==> src/hw/rtl/fcpn_pkg.sv <==
// ----------------------------------------------------------------------------
// fcpn_pkg
// Shared types, constants and trig helpers for the Fourier curve evaluator.
// ----------------------------------------------------------------------------
package fcpn_pkg;

  localparam int unsigned MaxHarm   = 16;
  localparam int unsigned HarmIdxW  = $clog2(MaxHarm);
  localparam int unsigned HarmCntW  = HarmIdxW + 1;
  localparam int unsigned TwoPiQ16  = 411775;

  localparam int unsigned InDataW   = 40;
  localparam int unsigned InUserW   = 2;
  localparam int unsigned OutDataW  = 96;
  localparam int unsigned CfgIdxW   = 2;
  localparam int unsigned CfgDataW  = 16;

  localparam logic [CfgIdxW-1:0] RegPeriod = 2'd0;
  localparam logic [CfgIdxW-1:0] RegHeight = 2'd1;
  localparam logic [CfgIdxW-1:0] RegSinCnt = 2'd2;
  localparam logic [CfgIdxW-1:0] RegCosCnt = 2'd3;

  localparam logic ReqWrite = 1'b0;
  localparam logic ReqEval  = 1'b1;
  localparam logic KindSin  = 1'b0;
  localparam logic KindCos  = 1'b1;

  typedef struct packed {
    logic                wr_coef;
    logic                load;
    logic                ph_clr;
    logic                ph_step;
    logic                trig;
    logic                mul;
    logic                imul;
    logic                acc;
    logic                nlo;
    logic                nhi;
    logic                fin;
    logic                pass;
    logic [HarmIdxW-1:0] idx;
  } cmd_t;

  typedef struct packed {
    logic [HarmCntW-1:0] ns;
    logic [HarmCntW-1:0] nc;
    logic                out_busy;
  } sts_t;

  function automatic logic [14:0] qwave(input logic [4:0] k);
    case (k)
      5'd0:  return 15'd0;
      5'd1:  return 15'd1606;
      5'd2:  return 15'd3196;
      5'd3:  return 15'd4756;
      5'd4:  return 15'd6270;
      5'd5:  return 15'd7723;
      5'd6:  return 15'd9102;
      5'd7:  return 15'd10394;
      5'd8:  return 15'd11585;
      5'd9:  return 15'd12665;
      5'd10: return 15'd13623;
      5'd11: return 15'd14449;
      5'd12: return 15'd15137;
      5'd13: return 15'd15679;
      5'd14: return 15'd16069;
      5'd15: return 15'd16305;
      default: return 15'd16384;
    endcase
  endfunction

  // x in [0,16384], Q.14 result
  function automatic logic [14:0] quarter_sine(input logic [14:0] x);
    logic [4:0]  seg;
    logic [9:0]  frac;
    logic [14:0] lo;
    logic [10:0] diff;
    logic [20:0] prod;
    seg  = x[14:10];
    frac = x[9:0];
    lo   = qwave(seg);
    diff = 11'(qwave(seg + 5'd1) - lo);
    prod = 21'(diff) * 21'(frac) + 21'd512;
    if (seg[4]) return 15'd16384;
    return lo + 15'(prod[20:10]);
  endfunction

  function automatic logic signed [15:0] fixed_sine(input logic [15:0] p);
    logic [14:0] r;
    logic [14:0] q;
    r = {1'b0, p[13:0]};
    q = p[14] ? quarter_sine(15'd16384 - r) : quarter_sine(r);
    return p[15] ? -$signed({1'b0, q}) : $signed({1'b0, q});
  endfunction

  function automatic logic signed [31:0] sat32(input logic signed [61:0] v);
    if (v > 62'sh7FFF_FFFF) return 32'sh7FFF_FFFF;
    if (v < -62'sh8000_0000) return 32'sh8000_0000;
    return v[31:0];
  endfunction

endpackage

==> src/hw/rtl/fcpn_ctrl.sv <==
// ----------------------------------------------------------------------------
// fcpn_ctrl
// Sequencer: walks sine then cosine harmonics through the shared MAC.
// ----------------------------------------------------------------------------
module fcpn_ctrl (
  input  logic           clk_i,
  input  logic           rst_ni,
  input  logic           in_valid_i,
  input  logic           in_req_i,
  output logic           in_ready_o,
  input  fcpn_pkg::sts_t sts_i,
  output fcpn_pkg::cmd_t cmd_o
);

  localparam logic [3:0] StIdle = 4'd0;
  localparam logic [3:0] StChk  = 4'd1;
  localparam logic [3:0] StPh   = 4'd2;
  localparam logic [3:0] StSc   = 4'd3;
  localparam logic [3:0] StMul  = 4'd4;
  localparam logic [3:0] StIm   = 4'd5;
  localparam logic [3:0] StAcc  = 4'd6;
  localparam logic [3:0] StNlo  = 4'd7;
  localparam logic [3:0] StNhi  = 4'd8;
  localparam logic [3:0] StFin  = 4'd9;

  logic [3:0]                   state_q, state_d;
  logic [fcpn_pkg::HarmCntW-1:0] idx_q, idx_d;
  logic                         pass_q, pass_d;
  logic [fcpn_pkg::HarmCntW-1:0] cnt;

  assign cnt        = pass_q ? sts_i.nc : sts_i.ns;
  assign in_ready_o = (state_q == StIdle);

  always_comb begin
    state_d = state_q;
    idx_d   = idx_q;
    pass_d  = pass_q;
    cmd_o   = '0;
    cmd_o.pass = pass_q;
    cmd_o.idx  = idx_q[fcpn_pkg::HarmIdxW-1:0];
    unique case (state_q)
      StIdle: begin
        if (in_valid_i) begin
          if (in_req_i == fcpn_pkg::ReqEval) begin
            cmd_o.load = 1'b1;
            idx_d      = '0;
            pass_d     = fcpn_pkg::KindSin;
            state_d    = StChk;
          end else begin
            cmd_o.wr_coef = 1'b1;
          end
        end
      end
      StChk: begin
        if (idx_q < cnt) begin
          state_d = StPh;
        end else if (pass_q == fcpn_pkg::KindSin) begin
          pass_d       = fcpn_pkg::KindCos;
          idx_d        = '0;
          cmd_o.ph_clr = 1'b1;
        end else begin
          state_d = StNlo;
        end
      end
      StPh: begin
        cmd_o.ph_step = 1'b1;
        state_d       = StSc;
      end
      StSc: begin
        cmd_o.trig = 1'b1;
        state_d    = StMul;
      end
      StMul: begin
        cmd_o.mul = 1'b1;
        state_d   = StIm;
      end
      StIm: begin
        cmd_o.imul = 1'b1;
        state_d    = StAcc;
      end
      StAcc: begin
        cmd_o.acc = 1'b1;
        idx_d     = idx_q + 1'b1;
        state_d   = StChk;
      end
      StNlo: begin
        cmd_o.nlo = 1'b1;
        state_d   = StNhi;
      end
      StNhi: begin
        cmd_o.nhi = 1'b1;
        state_d   = StFin;
      end
      StFin: begin
        if (!sts_i.out_busy) begin
          cmd_o.fin = 1'b1;
          state_d   = StIdle;
        end
      end
      default: state_d = StIdle;
    endcase
  end

  always_ff @(posedge clk_i or negedge rst_ni) begin
    if (!rst_ni) begin
      state_q <= StIdle;
      idx_q   <= '0;
      pass_q  <= 1'b0;
    end else begin
      state_q <= state_d;
      idx_q   <= idx_d;
      pass_q  <= pass_d;
    end
  end

endmodule

==> config.mk <==
export PLATFORM = sky130hd
export DESIGN_NAME = fcpn_ctrl
export DESIGN_NICKNAME = d
export VERILOG_FILES = /design/src/hw/rtl/fcpn_pkg.sv /design/src/hw/rtl/fcpn_ctrl.sv
export SDC_FILE = /design/constraint.sdc
export NUM_CORES = 1
export LEC_CHECK = 0
export BUFFER_PORTS_ARGS = -buffer_cell sky130_fd_sc_hd__buf_2
export CORE_ASPECT_RATIO = 0.9
export CORE_MARGIN = 2
export CORE_UTILIZATION = 52
export DETAILED_ROUTE_END_ITERATION = 10
export GPL_ROUTABILITY_DRIVEN = 0
export PLACE_DENSITY = 0.81
export SETUP_SLACK_MARGIN = 0.02
export SLEW_MARGIN = 20
export SYNTH_ARGS = -nofsm -noshare
export SYNTH_HDL_FRONTEND = slang
export SYNTH_SLANG_ARGS = --single-unit
==> constraint.sdc <==
create_clock -name clk_i -period 3.31 [get_ports clk_i]
set_clock_uncertainty 0.05 [all_clocks]
set_input_delay 0.331 -clock clk_i [delete_from_list [all_inputs] [get_ports clk_i]]
set_output_delay 0.331 -clock clk_i [all_outputs]
set_load 0.02 [all_outputs]
Yosys cells after proc, flatten, opt, wreduce, memory -nomap -nowiden --
Cells that the tools add are included.
Operators by class: order comparisons 1, div/mod/pow operators 0, $mul 0, muxes and demuxes 32, equality and inequality tests 15, reductions and logical operators 6, bitwise operators 0, $add $sub $neg 1, shift operators 0
Operator list (number):
- case mux 4 bit (10 select lines) | 1
- 2-to-1 mux 5 bit | 5
- 2-to-1 mux 4 bit | 5
- 2-to-1 mux 1 bit | 17
- equality test 4 x 3 -> 1 bit (second input constant) | 4
- case mux 5 bit (3 select lines) | 1
- != test 2 bit (second input constant) | 5
- equality test 4 x 2 -> 1 bit (second input constant) | 2
- equality test 4 bit (second input constant) | 2
- AND reduction 4 bit | 2
- adder 5 x 1 -> 5 bit (second input constant) | 1
- less-than comparator 5 bit | 1
- AND reduction 5 bit | 1
- equality test 4 x 1 -> 1 bit (second input constant) | 1
- logical NOT 4 bit | 1
- 2-to-1 mux 2 bit | 2
- != test 3 bit (second input constant) | 1
- nonzero test 3 bit | 1
- case mux 1 bit (2 select lines) | 1
- nonzero test 2 bit | 1
Storage, ports and cells: memories kept 0, bits in registers 10, memory bits (writable) 0, bits of input ports 15, bits in latches 0, output and inout port bits 17, ROM bits 0

Depth between registers and ports, before layout --
word-level depth 4, gate-level depth with buffers 7, mapped depth without buffers 6

Least setup slack after synthesis --
OpenSTA, ideal clock, no wires.
path kind register to output, start point register pass_q, end point output cmd_o[13] (netlist bit), stages on the path, launching flop included 8, buffers on the path 1, arrival 1777 ps, slack 1152 ps, required time 2929 ps, path through dfrtp_1 buf_6 mux2i_1 ha_1 nand2_1 o21a_1 a211o_1 nor2_1
RTL lines:
- from (decl) | RTL line fcpn_ctrl.sv:28 | logic pass_q, pass_d;
- from (signal assigned) | RTL line fcpn_ctrl.sv:112 | pass_q <= pass_d;
- to (decl) | RTL line fcpn_ctrl.sv:12 | output fcpn_pkg::cmd_t cmd_o

==> results.py <==
metrics = {
    "status": {
        "status": "completed",
    },
    "floorplanning": {
        "rows": 14,
        "die-height_um": 43.1,
        "start_util_pct": 54.3,
        "core_mm2": 0.00163,
        "die_area_mm2": 0.00205,
        "ios": 32,
        "die_x_um": 47.5,
    },
    "worst_setup_path": {
        "cp_max_fo": 11,
        "worstSetupEndpointType": "primary output",
        "setup.worst_path.class": "reg2out",
        "crit_arrival_ns": 2.23,
        "required_ns": 2.93,
        "crit_path_start_kind": "flip-flop",
    },
    "job": {
        "maxCapViolCount": 0,
    },
    "synth": {
        "yosys_most_used_dff": "dfrtp_1",
        "synthArstFlopShare_pct": 100,
        "seq_area_frac_synth_pct": 28.3,
        "synth_cell_types": 42,
        "synth_top_area_share_pct": 28.3,
        "syn_area_um2": 885,
        "yosys.area.top_type": "dfrtp_1",
        "synth.area.top_cells": "dfrtp_1 (28%), ha_1 (7.1%), mux2i_1 (5.7%), buf_4 (5.1%), nor2_1 (4.2%)",
        "syn_nets": 117,
        "synth-edff-count": 0,
        "postSynthAreaPerCell_um2": 9.12,
        "synthCells": 97,
        "ys_warn_count": 0,
        "synth_seq_cells": 10,
    },
    "min_path": {
        "hold_class": "in2reg",
    },
    "grt": {
        "use_met1_pct": 28.6,
        "grt_pass1_vias": 767,
        "gr-total-overflow": 0,
        "antenna_found_initial": 0,
        "grt.total_usage_pct": 22.1,
        "grtUsageMet3_pct": 2.55,
        "busiest_layer": "met2",
        "grt_pass1_wl_um": 3250,
        "grt_use_met2_pct": 35.4,
        "grt_max_degree": 14,
    },
    "clocking": {
        "insertion_delay_ns": 0.27,
        "clkTransAtPathRegs_ns": 0.06,
        "cts_tree": "done",
        "numCtsBuffers": 3,
        "clkSinkCount": 10,
        "cts.path.max_buffers": 2,
        "h-tree-depth": 1,
        "root_buffer": "clkbuf_4",
    },
    "cells_and_area": {
        "finalNetCount": 144,
        "drive_gt1_share_pct": 34.4,
        "finalCoreUtilization_pct": 62.9,
        "final_area_mm2": 0.00102,
        "antennaDiodeCount": 0,
        "syn2layout_area_growth_pct": 15.8,
    },
    "pwr": {
        "fin_total_pwr_uw": 892,
        "p_sw_share_pct": 50.3,
        "pwr-share-clk_pct": 9.3,
        "internal-power_uw": 443,
        "ir_drop_v": 0.000441,
        "comb_power_share_pct": 59.1,
        "p_sw_uw": 449,
        "power.static_leakage_nw": 0.496,
        "power.density_mw_per_mm2": 871,
        "seqPwrFrac_pct": 31.5,
    },
    "timing": {
        "finalCritPeriodShare_pct": 78.8,
        "drv_slew": 0,
        "tightest_slew_ns": 1.04,
        "fmax_mhz": 384,
        "hold_viol": 0,
        "setup_violations": 0,
        "max_slew_margin_pct": 29.9,
        "tns_ns": 0,
        "rsz0062_at_grt": "false",
        "fin_crit_ns": 2.61,
    },
    "route": {
        "wl_per_cell_um": 13.8,
        "wl_um": 2020,
        "viasPerCell": 5.81,
        "ant_nets": 0,
        "drc": 0,
        "dr_total_vias": 848,
        "drtPass1Iterations": 4,
        "drtIter0Drc": 26,
    },
    "place": {
        "port_buffers": 31,
        "dp_hpwl_um": 1510,
        "placed_area_um2": 992,
    },
}
-- final cells by class --
cell class                 count  area, µm²
clock buffer                   3       22.5
fill                         146        604
inverter                       1       3.75
multi-input combinational     76        553
sequential                    10        250
tap                           24       30.0
timing repair buffer          32        165
-- routing by layer --
| metal | part of all wire (%) | vias to the layer above |
|---|---|---|
| met5 | 0 | - |
| li1 | - | 414 |
| met1 | 47 | 399 |
| met2 | 46 | 31 |
| met4 | 1.4 | 0 |
| met3 | 4.8 | 4 |
-- timing repair --
item / in CTS / in global routing
resized for setup: 0 / 0
endpoints found under the hold margin: 10 / 0
buffers inserted: 0 / 0
hold buffers: 1 / 0
-- flip-flops by register name (all words and copies together), names as in the netlist --
signal   flops
state_q      4
pass_q       1
idx_q        5
-- power by group through the flow --
stage	clock (mW)	sequential [mW]	combinational, mW
after CTS	0.0856	0.280	0.532
after global placement	0	0.277	0.511
after floorplan	0	0.221	0.518
after detailed placement	0	0.281	0.529
final	0.0832	0.281	0.528
after global routing	0.0913	0.294	0.583
-- cells in the final DEF, fill, tap and decap left out, types with 2 or more instances in the layout --
cell type	n
a211oi_1	2
a31oi_1	3
dfrtp_1	10
and4_1	2
nand2b_1	3
or3_1	2
mux2i_1	5
nor4bb_1	2
ha_1	5
o32ai_1	2
nor2_1	10
clkbuf_4	3
nand2_1	8
nor3_1	3
o21ai_0	2
buf_2	31
a21oi_1	4
-- cell usage after synthesis (all sizes together) (2+ instances only) --
master / instances
buf: 10
dfrtp: 10
nor2: 10
nand2: 8
a21oi: 5
ha: 5
mux2i: 5
a31oi: 4
nand2b: 3
nor3: 3
o21ai: 3
a211oi: 2
and3: 2
and4: 2
nor4bb: 2
o32ai: 2
or3: 2
-- worst max-delay path, stage by stage, from the launching register on --
cell and delay (ns):
dfrtp_1 0.61, mux2i_1 0.15, ha_1 0.32, nand2_1 0.06, o21a_1 0.24, a211o_1 0.32
nor2_1 0.09, buf_2 0.17
-- final timing paths --
check	start	endpoint	slack [ns]	depth (start not counted)
min reg2reg	idx_q[2]$_DFFE_PN0P_	idx_q[2]$_DFFE_PN0P_	0.54	1
max reg2reg	pass_q$_DFFE_PN0P_	pass_q$_DFFE_PN0P_	1.09	6
max in group asynchronous	rst_ni	idx_q[2]$_DFFE_PN0P_	2.61	2
min	sts_i[0]	state_q[3]$_DFFE_PN0P_	0.37	3
max	pass_q$_DFFE_PN0P_	cmd_o[13]	0.70	7
min in group asynchronous	rst_ni	idx_q[0]$_DFFE_PN0P_	0.41	2
-- per-stage QoR --
stage	instances	hold slack [ns]	worst slack, ns
floorplan	97	-0.0146	1.15
global placement	142	0.159	1.06
detailed placement	142	0.158	0.986
CTS	146	0.360	0.695
global route	146	0.426	0.583
finish	146	0.372	0.703
-- kinds of logic (layout without fill, tap and decap cells) --
family / after synthesis / after routing / synth area share (%)
buf+inv: 11 / 36 / 9.19
fa+ha+maj: 5 / 5 / 7.07
flops: 10 / 10 / 28.3
simple gates: 40 / 40 / 25.7
compound gates: 26 / 26 / 24.0
mux: 5 / 5 / 5.66
(Power assumes the default switching activity.)
